$ cat config.mk
export PLATFORM = sky130hd
export DESIGN_NAME = cdc_ctrl
export DESIGN_NICKNAME = d
export VERILOG_FILES = /design/src/sv/cdc_pkg.sv /design/src/sv/cdc_ctrl.sv
export SDC_FILE = /design/constraint.sdc
export NUM_CORES = 1
export LEC_CHECK = 0
export ABC_AREA = 1
export BUFFER_PORTS_ARGS = -buffer_cell sky130_fd_sc_hd__buf_2
export CAP_MARGIN = 10
export CORE_AREA = 2 2 39 41
export CTS_BUF_LIST = sky130_fd_sc_hd__clkbuf_16
export CTS_CLUSTER_SIZE = 10
export DETAILED_ROUTE_END_ITERATION = 6
export DIE_AREA = 0 0 41 43
export GPL_TIMING_DRIVEN = 0
export PLACE_DENSITY_LB_ADDON = 0.25
export REMOVE_ABC_BUFFERS = 1
export SLEW_MARGIN = 40
export SYNTH_ARGS = -nofsm -noshare
export SYNTH_HDL_FRONTEND = slang
export SYNTH_SLANG_ARGS = --single-unit
$ cat constraint.sdc
create_clock -name clk_i -period 1.3 [get_ports clk_i]
set_input_delay 0.13 -clock clk_i [delete_from_list [all_inputs] [get_ports clk_i]]
set_output_delay 0.13 -clock clk_i [all_outputs]
set_load 0.02 [all_outputs]
$ cat src/sv/cdc_pkg.sv
// Shared types and codes for the coherence directory controller.
// No dependencies; imported by the controller, datapath and top level.
package cdc_pkg;

  // Default sizes, handed down through the top-level parameters
  localparam int unsigned NumCoresDef  = 16;
  localparam int unsigned DirLinesDef  = 256;
  localparam int unsigned WaitDepthDef = 4;

  // Input operation codes
  localparam logic [1:0] OP_REQ   = 2'd0;
  localparam logic [1:0] OP_ACK   = 2'd1;
  localparam logic [1:0] OP_EVICT = 2'd2;

  // Result message kinds
  localparam logic [1:0] MSG_DATA = 2'd0;
  localparam logic [1:0] MSG_INV  = 2'd1;
  localparam logic [1:0] MSG_NONE = 2'd2;
  localparam logic [1:0] MSG_OVF  = 2'd3;

  // Line state and cache state encodings (same codes)
  localparam logic [1:0] LS_UNC = 2'd0;
  localparam logic [1:0] LS_SHR = 2'd1;
  localparam logic [1:0] LS_EXC = 2'd2;

  // Configuration register indexes
  localparam logic CFG_MAX_SHARERS = 1'b0;
  localparam logic CFG_LIMITLESS   = 1'b1;

  // Register reset values
  localparam logic [4:0] MaxSharersRst = 5'd16;
  localparam logic [4:0] LimitlessRst  = 5'd0;

  // Controller to datapath: one step per cycle
  typedef struct packed {
    logic clr;       // write a zero record during the clearing pass
    logic accept;    // latch the item, read its line record
    logic load_rec;  // take the record read data
    logic dec;       // decode the item against the record
    logic load_ent;  // take the queue head entry
    logic ack;       // apply an acknowledgement
    logic run;       // process the head request
    logic fan;       // send one invalidation of a fan-out
    logic wb;        // write the record back
  } cmd_t;

  // Datapath to controller: branch decisions
  typedef struct packed {
    logic clr_done;
    logic dec_run;
    logic dec_ack;
    logic ack_run;
    logic run_fan;
    logic run_more;
    logic fan_done;
  } sts_t;

endpackage

$ cat src/sv/cdc_ctrl.sv
// Sequencer of the coherence directory controller.
// Depends on cdc_pkg for the command and status structs.
module cdc_ctrl (
  input  logic          clk_i,
  input  logic          rst_ni,
  input  logic          start,
  output logic          busy,
  input  cdc_pkg::sts_t sts_i,
  output cdc_pkg::cmd_t cmd_o
);
  import cdc_pkg::*;

  localparam logic [3:0] S_CLEAR   = 4'd0;
  localparam logic [3:0] S_IDLE    = 4'd1;
  localparam logic [3:0] S_REC     = 4'd2;
  localparam logic [3:0] S_DEC     = 4'd3;
  localparam logic [3:0] S_FRD_ACK = 4'd4;
  localparam logic [3:0] S_ACK     = 4'd5;
  localparam logic [3:0] S_RUN     = 4'd6;
  localparam logic [3:0] S_FRD_RUN = 4'd7;
  localparam logic [3:0] S_FAN     = 4'd8;
  localparam logic [3:0] S_WB      = 4'd9;

  logic [3:0] state_q, state_d;

  assign busy = (state_q != S_IDLE);

  // Next state and step commands
  always_comb begin
    state_d = state_q;
    cmd_o   = '0;
    unique case (state_q)
      S_CLEAR: begin
        cmd_o.clr = 1'b1;
        if (sts_i.clr_done) state_d = S_IDLE;
      end
      S_IDLE: begin
        if (start) begin
          cmd_o.accept = 1'b1;
          state_d      = S_REC;
        end
      end
      S_REC: begin
        cmd_o.load_rec = 1'b1;
        state_d        = S_DEC;
      end
      S_DEC: begin
        cmd_o.dec = 1'b1;
        priority if (sts_i.dec_run) state_d = S_RUN;
        else if (sts_i.dec_ack)     state_d = S_FRD_ACK;
        else                        state_d = S_WB;
      end
      S_FRD_ACK: begin
        cmd_o.load_ent = 1'b1;
        state_d        = S_ACK;
      end
      S_ACK: begin
        cmd_o.ack = 1'b1;
        state_d   = sts_i.ack_run ? S_RUN : S_WB;
      end
      S_RUN: begin
        cmd_o.run = 1'b1;
        priority if (sts_i.run_fan) state_d = S_FAN;
        else if (sts_i.run_more)    state_d = S_FRD_RUN;
        else                        state_d = S_WB;
      end
      S_FRD_RUN: begin
        cmd_o.load_ent = 1'b1;
        state_d        = S_RUN;
      end
      S_FAN: begin
        cmd_o.fan = 1'b1;
        if (sts_i.fan_done) state_d = S_WB;
      end
      S_WB: begin
        cmd_o.wb = 1'b1;
        state_d  = S_IDLE;
      end
      default: state_d = S_IDLE;
    endcase
  end

  always_ff @(posedge clk_i or negedge rst_ni) begin
    if (!rst_ni) begin
      state_q <= S_CLEAR;
    end else begin
      state_q <= state_d;
    end
  end

endmodule

==> impl_summary.txt, run 1 <==
----------------------------------------------------
[Cells and area]
  Ratio of cells with drive above 1 in the final layout ... 60.4%
  Growth of design area from synthesis to finish ... 88.7%
  Commonest non-fill, non-tap cell in the layout ... buf_2
  Net count reported at finish ... 108
  Ant diodes ... 0
  Largest register FFs ... 4
  Commonest cells after routing, fill and taps aside ... buf_2 (15), nand2_1 (11), buf_4 (10)
  Largest registers ... state_q: 4 flops
  Largest register by flop count ... state_q
  Final instance area ... 732 sq um
  Final core utilization ... 52.9%

[Drt]
  Count of unresolved DRC violations after routing ... 0
  Drt first pass iters ... 4
  Vias after detailed routing ... 499
  Violation count after the first detailed-route iteration ... 9
  Total Routed Length ... 1.18 mm
  Via-per-instance ratio ... 4.46
  Average wire per standard cell ... 10.6 microns
  Count of antenna-violating nets left after detailed routing ... 0

[Placement]
  Cell area reported after detailed placement ... 503 sq um
  Number of buffer cells added on primary ports ... 19
  DP Wirelength ... 745 microns
  GPL Wtd Cong ... 0.790

[Power]
  Sequential fraction of design power ... 16.0%
  Worst-case vdd ir drop ... 1.26 mV
  Clock power share ... 23.1%
  LEAKAGE ... 0.000413 uW
  Switching power summed over all nets ... 933 uW
  Power density over the cells ... 2810 nW/um^2
  Internal power ... 1130 uW
  Proportion of power drawn by combinational gates ... 60.9%
  Switching share of power ... 45.3%

[Worst setup path]
  Worst Setup Path Type ... reg -> out
  Worst r2r path cells ... 6
  Endpoint class of the critical path ... output port
  Launching point of the worst reg2reg path ... state_q[0]
  Reg2reg end ... state_q[2]
  Largest driver fanout on the critical path ... 7
  Endpoint required time on the critical path ... 1170 ps
  Nature of the critical path startpoint ... flop
  Critical Path AT ... 1220 ps
  Reg-to-reg setup timing slack ... 30 ps

[Synth]
  Synth Instances ... 64
  Distinct cells, synth ... 17
  Mapped cell area ... 388 sq um
  Per-instance average area after synthesis ... 6.06 sq um
  Sequential fraction of the synthesis area ... 25.8%
  Area leader, netlist ... dfrtp_1
  Proportion of netlist area held by the largest area contributor ... 25.8%
  Dominant cells by area after synthesis ... dfrtp_1 (26%), nand2_1 (13%), inv_1 (12%)
  Register bit count reported by yosys ... 4
  Synth Warn # ... 0

[Timing]
  Period utilisation layout ... 104%
  PnR worst setup slack ... -46.6 ps
  Setup violations, final ... 5
  Clock period minus worst slack ... 1350 ps
  Slew @ Worst Pin ... 289 ps
  Number of hold-slack violations in the final timing report ... 0
  Setup TNS ... -143 ps
  Worst setup skew after layout ... 0.672 ps
  F_max ... 743 MHz
  Final-report max-slew violation count ... 0
  Rel. slew slack ... 80.6%
  RSZ-0062 raised after global routing ... true

[GRT]
  Number of global-route vias before repair ... 441
  Maximum number of pins on one net before global-route repair ... 8
  First-pass GRT wire length ... 1.75 mm
  Global routing usage summed across all routing layers ... 15.0%
  Antenna violations before repair ... 0
  Sum of overflow across all layers after global routing ... 0

[Run]
  MaxCap Viol Count ... 0

[Die]
  Number of placement rows ... 14
  Starting Density ... 28.0%
  Die X ... 41 microns
  Placeable Area ... 1380 sq um
  Die footprint ... 1760 sq um
  DIE HEIGHT ... 43 microns
  Boundary pin count ... 20

[Outcome]
  Run status ... complete, but fails checks
  Violated checks ... negative setup slack

[Clock network]
  Source-to-sink clock delay at the later pin of the worst-skew pair ... 220 ps
  Clock tree from TritonCTS ... built
  CTS clock-pin slew for the worst setup and hold paths ... 30 ps
  Maximum buffer depth of the clock tree ... 2
  Number of buffers inserted during clock tree synthesis ... 3
  Clk sinks ... 4
  Clock tree root buffer cell ... clkbuf_16
  CTS HTree Levels ... 1

[Min path]
  Startpoint of the lowest-slack hold path ... start
  Endpoint with the worst hold slack ... state_q[0]
  Worst hold path class ... in -> reg
  Worst hold stages ... 4

----------------------------------------------------
[critical path: stages, from the launching register on]
cell,delay (ps)
dfrtp_2,470
nor2_4,210
nand2_2,90
o21ai_1,80
buf_4,150
[cells in the mapped netlist]
| master | n |
|---|---|
| clkinv_1 | 1 |
| clkinv_2 | 1 |
| dfrtp_1 | 4 |
| inv_1 | 12 |
| inv_2 | 1 |
| nand2_1 | 13 |
| nand2_2 | 4 |
| nand3_1 | 3 |
| nand3_2 | 1 |
| nand3b_1 | 1 |
| nor2_1 | 10 |
| nor2_2 | 5 |
| nor2_4 | 1 |
| nor3_1 | 2 |
| o2111ai_1 | 1 |
| o211ai_1 | 2 |
| o21ai_0 | 2 |
[area by class of cell]
cell class / instances / area, sq um
Fill cell: 136 / 652
Multi-Input combinational cell: 45 / 282
Clock buffer: 3 / 75.1
Inverter: 15 / 57.6
Sequential cell: 4 / 104
Timing Repair Buffer: 29 / 194
Tap cell: 16 / 20.0
[power by group through the flow]
stage / Sequential [uW] / Combinational (uW) / Clock [uW]
6_report: 330 / 1250 / 475
4_1_cts: 318 / 1040 / 484
3_5_place_dp: 293 / 855 / 0
3_3_place_gp: 297 / 854 / 0
2_1_floorplan: 274 / 651 / 0
5_1_grt: 344 / 1390 / 496
[per-stage QoR]
step	cells	worst slack [ps]	hold slack [ps]	power, uW
after detailed placement	99	78.4	-61.5	1150
after global placement	99	64.7	-63.4	1150
after global routing	112	-112	255	2230
after floorplan	64	62.5	-166	924
final	112	-46.6	220	2060
after CTS	111	-45.9	205	1840
[metal layers]
layer	wire length [microns]	part of all wire, %	global-route usage, %	up-vias
met3	67	5.7	4.71	2
met2	614	52	25.0	16
met1	488	41	16.6	220
met4	11	0.93	6.00	0
li1	-	-	-	261
met5	0	0	0	-
[worst max-delay path by stage]
stage / start / endpoint / depth (start not counted)
after floorplan: state_q[1] / cmd_o[7] / 5
after global placement: state_q[0] / state_q[0] / 6
after detailed placement: state_q[0] / state_q[0] / 6
after CTS: state_q[3] / cmd_o[7] / 6
after global routing: state_q[0] / cmd_o[4] / 4
final: state_q[0] / cmd_o[4] / 4
[logic make-up after synthesis]
logic type / synth area share [%]
AND/OR/NAND/NOR: 50.6
AO/OA/AOI/OAI: 8.71
buffers and inverters: 14.8
flip-flops: 25.8
[timing repair]
| item | CTS | global route |
|---|---|---|
| hold endpoints to repair | 4 | 0 |
| resized for setup | 11 | 18 |
| hold buffers | 1 | 0 |
| buffers inserted | 8 | 1 |
| setup endpoints to repair | 7 | 10 |
| pin swaps | 3 | 8 |
No activity file was read; power rests on OpenSTA's default activity.
==> run 2: changes to the inputs <==
- PLACE_DENSITY_LB_ADDON: 0.25 -> unset
==> run 2 against run 1 <==
Against the previous run: the run still ends with negative setup slack left; non-clock buffer count increased by 3; critical endpoint is now cmd_o[7]; first-iteration DRC count is 56% higher; clock power is 3% higher; wire length grew 3.6%; maximum frequency fell by 2.5%; final area grew 2.9%; critical path type unchanged; sequential cell count stayed put; register-to-register slack about the same; global-route usage rose by 1.3 points; utilization increased by 1.5 points.
==> impl_summary.txt, run 2 (synthesis gave the netlist of run 1 again) <==
----------------------------------------------------
[Worst setup path]
  Worst r2r path cells ... 6 (unchanged)
  Slowest CP cell ... dfrtp_2
  Critical-path cell list ... inv_4 > nand2_4 > nor2_4 > inv_2 > nor2_2 > buf_6
  Worst Setup Path Type ... reg -> out
  Endpoint class of the critical path ... output port
  Nature of the critical path startpoint ... flop
  Worst path top cell family by delay ... flip-flops
  Crit-path max cell delay ... 460 ps (about the same)
  Cell depth of the worst setup path ... 6 (+2)
  Number of buffers and inverters on the critical path ... 3 (+2)
  Endpoint required time on the critical path ... 1170 ps (about the same)
  Critical Path AT ... 1250 ps (+30 ps)
  Largest driver fanout on the critical path ... 5 (-2)

[Die]
  Boundary pin count ... 20 (unchanged)
  Starting Density ... 28.0% (unchanged)
  Die footprint ... 1760 sq um (unchanged)
  DIE HEIGHT ... 43 microns (unchanged)
  Die X ... 41 microns (unchanged)
  Number of placement rows ... 14 (unchanged)
  Placeable Area ... 1380 sq um (unchanged)

[Cells and area]
  Ant diodes ... 0 (unchanged)
  Fin cells ... 115 (+2.7%)
  Commonest cells after routing, fill and taps aside ... buf_4 (14), buf_2 (13), nand2_1 (10)
  Layout filler cell count ... 137 (+0.74%)
  Largest registers ... state_q: 4 flops
  Net count reported at finish ... 111 (+2.8%)
  Commonest non-fill, non-tap cell in the layout ... buf_4
  Largest register by flop count ... state_q
  Largest register FFs ... 4 (unchanged)
  Growth of design area from synthesis to finish ... 94.2%
  Ratio of cells with drive above 1 in the final layout ... 61.6% (+1.2 points)

[Clock network]
  CTS clock-pin slew for the worst setup and hold paths ... 30 ps (about the same)
  Clk sinks ... 4 (unchanged)
  Clock tree from TritonCTS ... built
  Source-to-sink clock delay at the later pin of the worst-skew pair ... 230 ps (about the same)
  CTS HTree Levels ... 1 (unchanged)
  Number of buffers inserted during clock tree synthesis ... 3 (unchanged)
  Maximum buffer depth of the clock tree ... 2 (unchanged)
  Clock tree root buffer cell ... clkbuf_16

[Drt]
  Drt first pass iters ... 4 (unchanged)
  Average wire per standard cell ... 10.7 microns (+0.93%)
  Vias after detailed routing ... 526 (+5.4%)
  Routed length on met3 ... 63 microns (-6.0%)
  Count of antenna-violating nets left after detailed routing ... 0 (unchanged)
  Detailed-routed wire length on met2 ... 635 microns (+3.4%)
  Via-per-instance ratio ... 4.57 (+2.7%)
  Violation count after the first detailed-route iteration ... 14 (+5)
  Count of unresolved DRC violations after routing ... 0 (unchanged)
  Routed metal-1 wire length ... 482 microns (-1.2%)
  Highest metal layer with signal wires ... met4
  Total Routed Length ... 1.23 mm (+3.6%)

[Timing]
  Worst setup skew after layout ... 2.56 ps (+1.89 ps)
  Setup violations, final ... 5 (unchanged)
  Final-report max-slew violation count ... 0 (unchanged)
  Number of hold-slack violations in the final timing report ... 0 (unchanged)
  Rel. slew slack ... 84.5% (+3.9 points)
  Slew @ Worst Pin ... 232 ps (-57.7 ps)
  Hold_ws ... 203 ps (-16.7 ps)
  RSZ-0062 raised after global routing ... true
  F_max ... 724 MHz (-2.5%)
  PnR worst setup slack ... -81.6 ps (-35.0 ps)
  Setup TNS ... -268 ps (-125 ps)
  Clock period minus worst slack ... 1380 ps (+35.0 ps)
  Period utilisation layout ... 106% (+2.7 points)

[Placement]
  Cell count after placement ... 99 (unchanged)
  GPL Wtd Cong ... 0.758 (-4.1%)
  Number of buffer cells added on primary ports ... 19 (unchanged)
  Worst setup slack before clock tree synthesis ... 81.6 ps (+3.15 ps)
  DP Wirelength ... 759 microns (+2.0%)

[Power]
  Switching share of power ... 44.4% (-0.88 points)
  LEAKAGE ... 0.000423 uW (+2.3%)
  Clock power share ... 22.7% (-0.4 points)
  Proportion of power drawn by combinational gates ... 62.1% (+1.2 points)
  Switching power summed over all nets ... 951 uW (+1.9%)
  Sequential fraction of design power ... 15.2% (-0.8 points)
  Worst-case vdd ir drop ... 1.16 mV (-8.4%)
  Power density over the cells ... 2840 nW/um^2 (+0.99%)
  Internal power ... 1190 uW (+5.6%)

[GRT]
  Maximum number of pins on one net before global-route repair ... 7 (-1)
  Sum of overflow across all layers after global routing ... 0 (unchanged)
  Antenna violations before repair ... 0 (unchanged)
  Number of global-route vias before repair ... 463 (+5.0%)
  Global routing usage summed across all routing layers ... 16.3% (+1.3 points)
  First-pass GRT wire length ... 1.83 mm (+4.8%)

[Min path]
  Worst hold path class ... in -> reg
  Worst hold stages ... 4 (unchanged)

[Run]
  MaxCap Viol Count ... 0 (unchanged)

[Outcome]
  Run status ... complete, but fails checks
  Violated checks ... negative setup slack

----------------------------------------------------
-- run 2: changes by cell type in the layout (fill, tap and decap cells not counted), sizes merged --
cell and delta:
buf +3
-- run 2: what timing repair did --
| action | 4_1_cts | 5_1_grt |
|---|---|---|
| hold buffers | 1 | 0 |
| pin swaps | 2 | 12 |
| endpoints found under the setup margin | 8 | 12 |
| buffers inserted | 7 | 5 |
| hold endpoints to repair | 4 | 0 |
| gates resized for setup | 10 | 20 |
-- run 2: area by class of cell --
type	count	area, sq um	share of cell area [%]
clock buffers	3	75.1	9.97
inverters	15	60.1	7.97
multi-input cells	45	269	35.7
flip-flops and latches	4	104	13.8
well taps	16	20.0	2.66
repair buffers	32	225	29.9
-- run 2: worst paths after layout --
path / from / to / slack [ps]
max reg2reg: state_q[1] / state_q[1] / 40
max: state_q[3] / cmd_o[7] / -80
max in group asynchronous: rst_ni / state_q[1] / 940
min in group asynchronous: rst_ni / state_q[3] / 230
min: start / state_q[0] / 200
min reg2reg: state_q[1] / state_q[3] / 740
-- run 2: power groups by stage --
stage	logic (uW)	registers (uW)	clock network, uW
2_1_floorplan	651	274	0
3_3_place_gp	851	293	0
3_5_place_dp	857	293	0
4_1_cts	1060	318	490
5_1_grt	1460	334	507
6_report	1330	326	487
-- run 2: metal layers --
layer / GRT usage [%] / vias to the layer above
met4: 14.0 / 0
met2: 24.7 / 19
met5: 0 / -
met1: 17.2 / 235
met3: 4.71 / 5
li1: - / 267
-- run 2: worst register-to-register path, stage by stage, from the launching register on --
cell	delay, ps
dfrtp_2	440
buf_6	130
buf_4	130
o211ai_1	220
nand3_1	130
nand2_1	80
inv_1	30
-- run 2: per-stage QoR --
stage          power [uW]  util, %  cell area, sq um
3_5_place_dp         1150     36.3               503
2_1_floorplan         924        -               388
3_3_place_gp         1140     36.3               503
6_report             2140     54.4               753
4_1_cts              1870     47.8               662
5_1_grt              2300     54.4               753
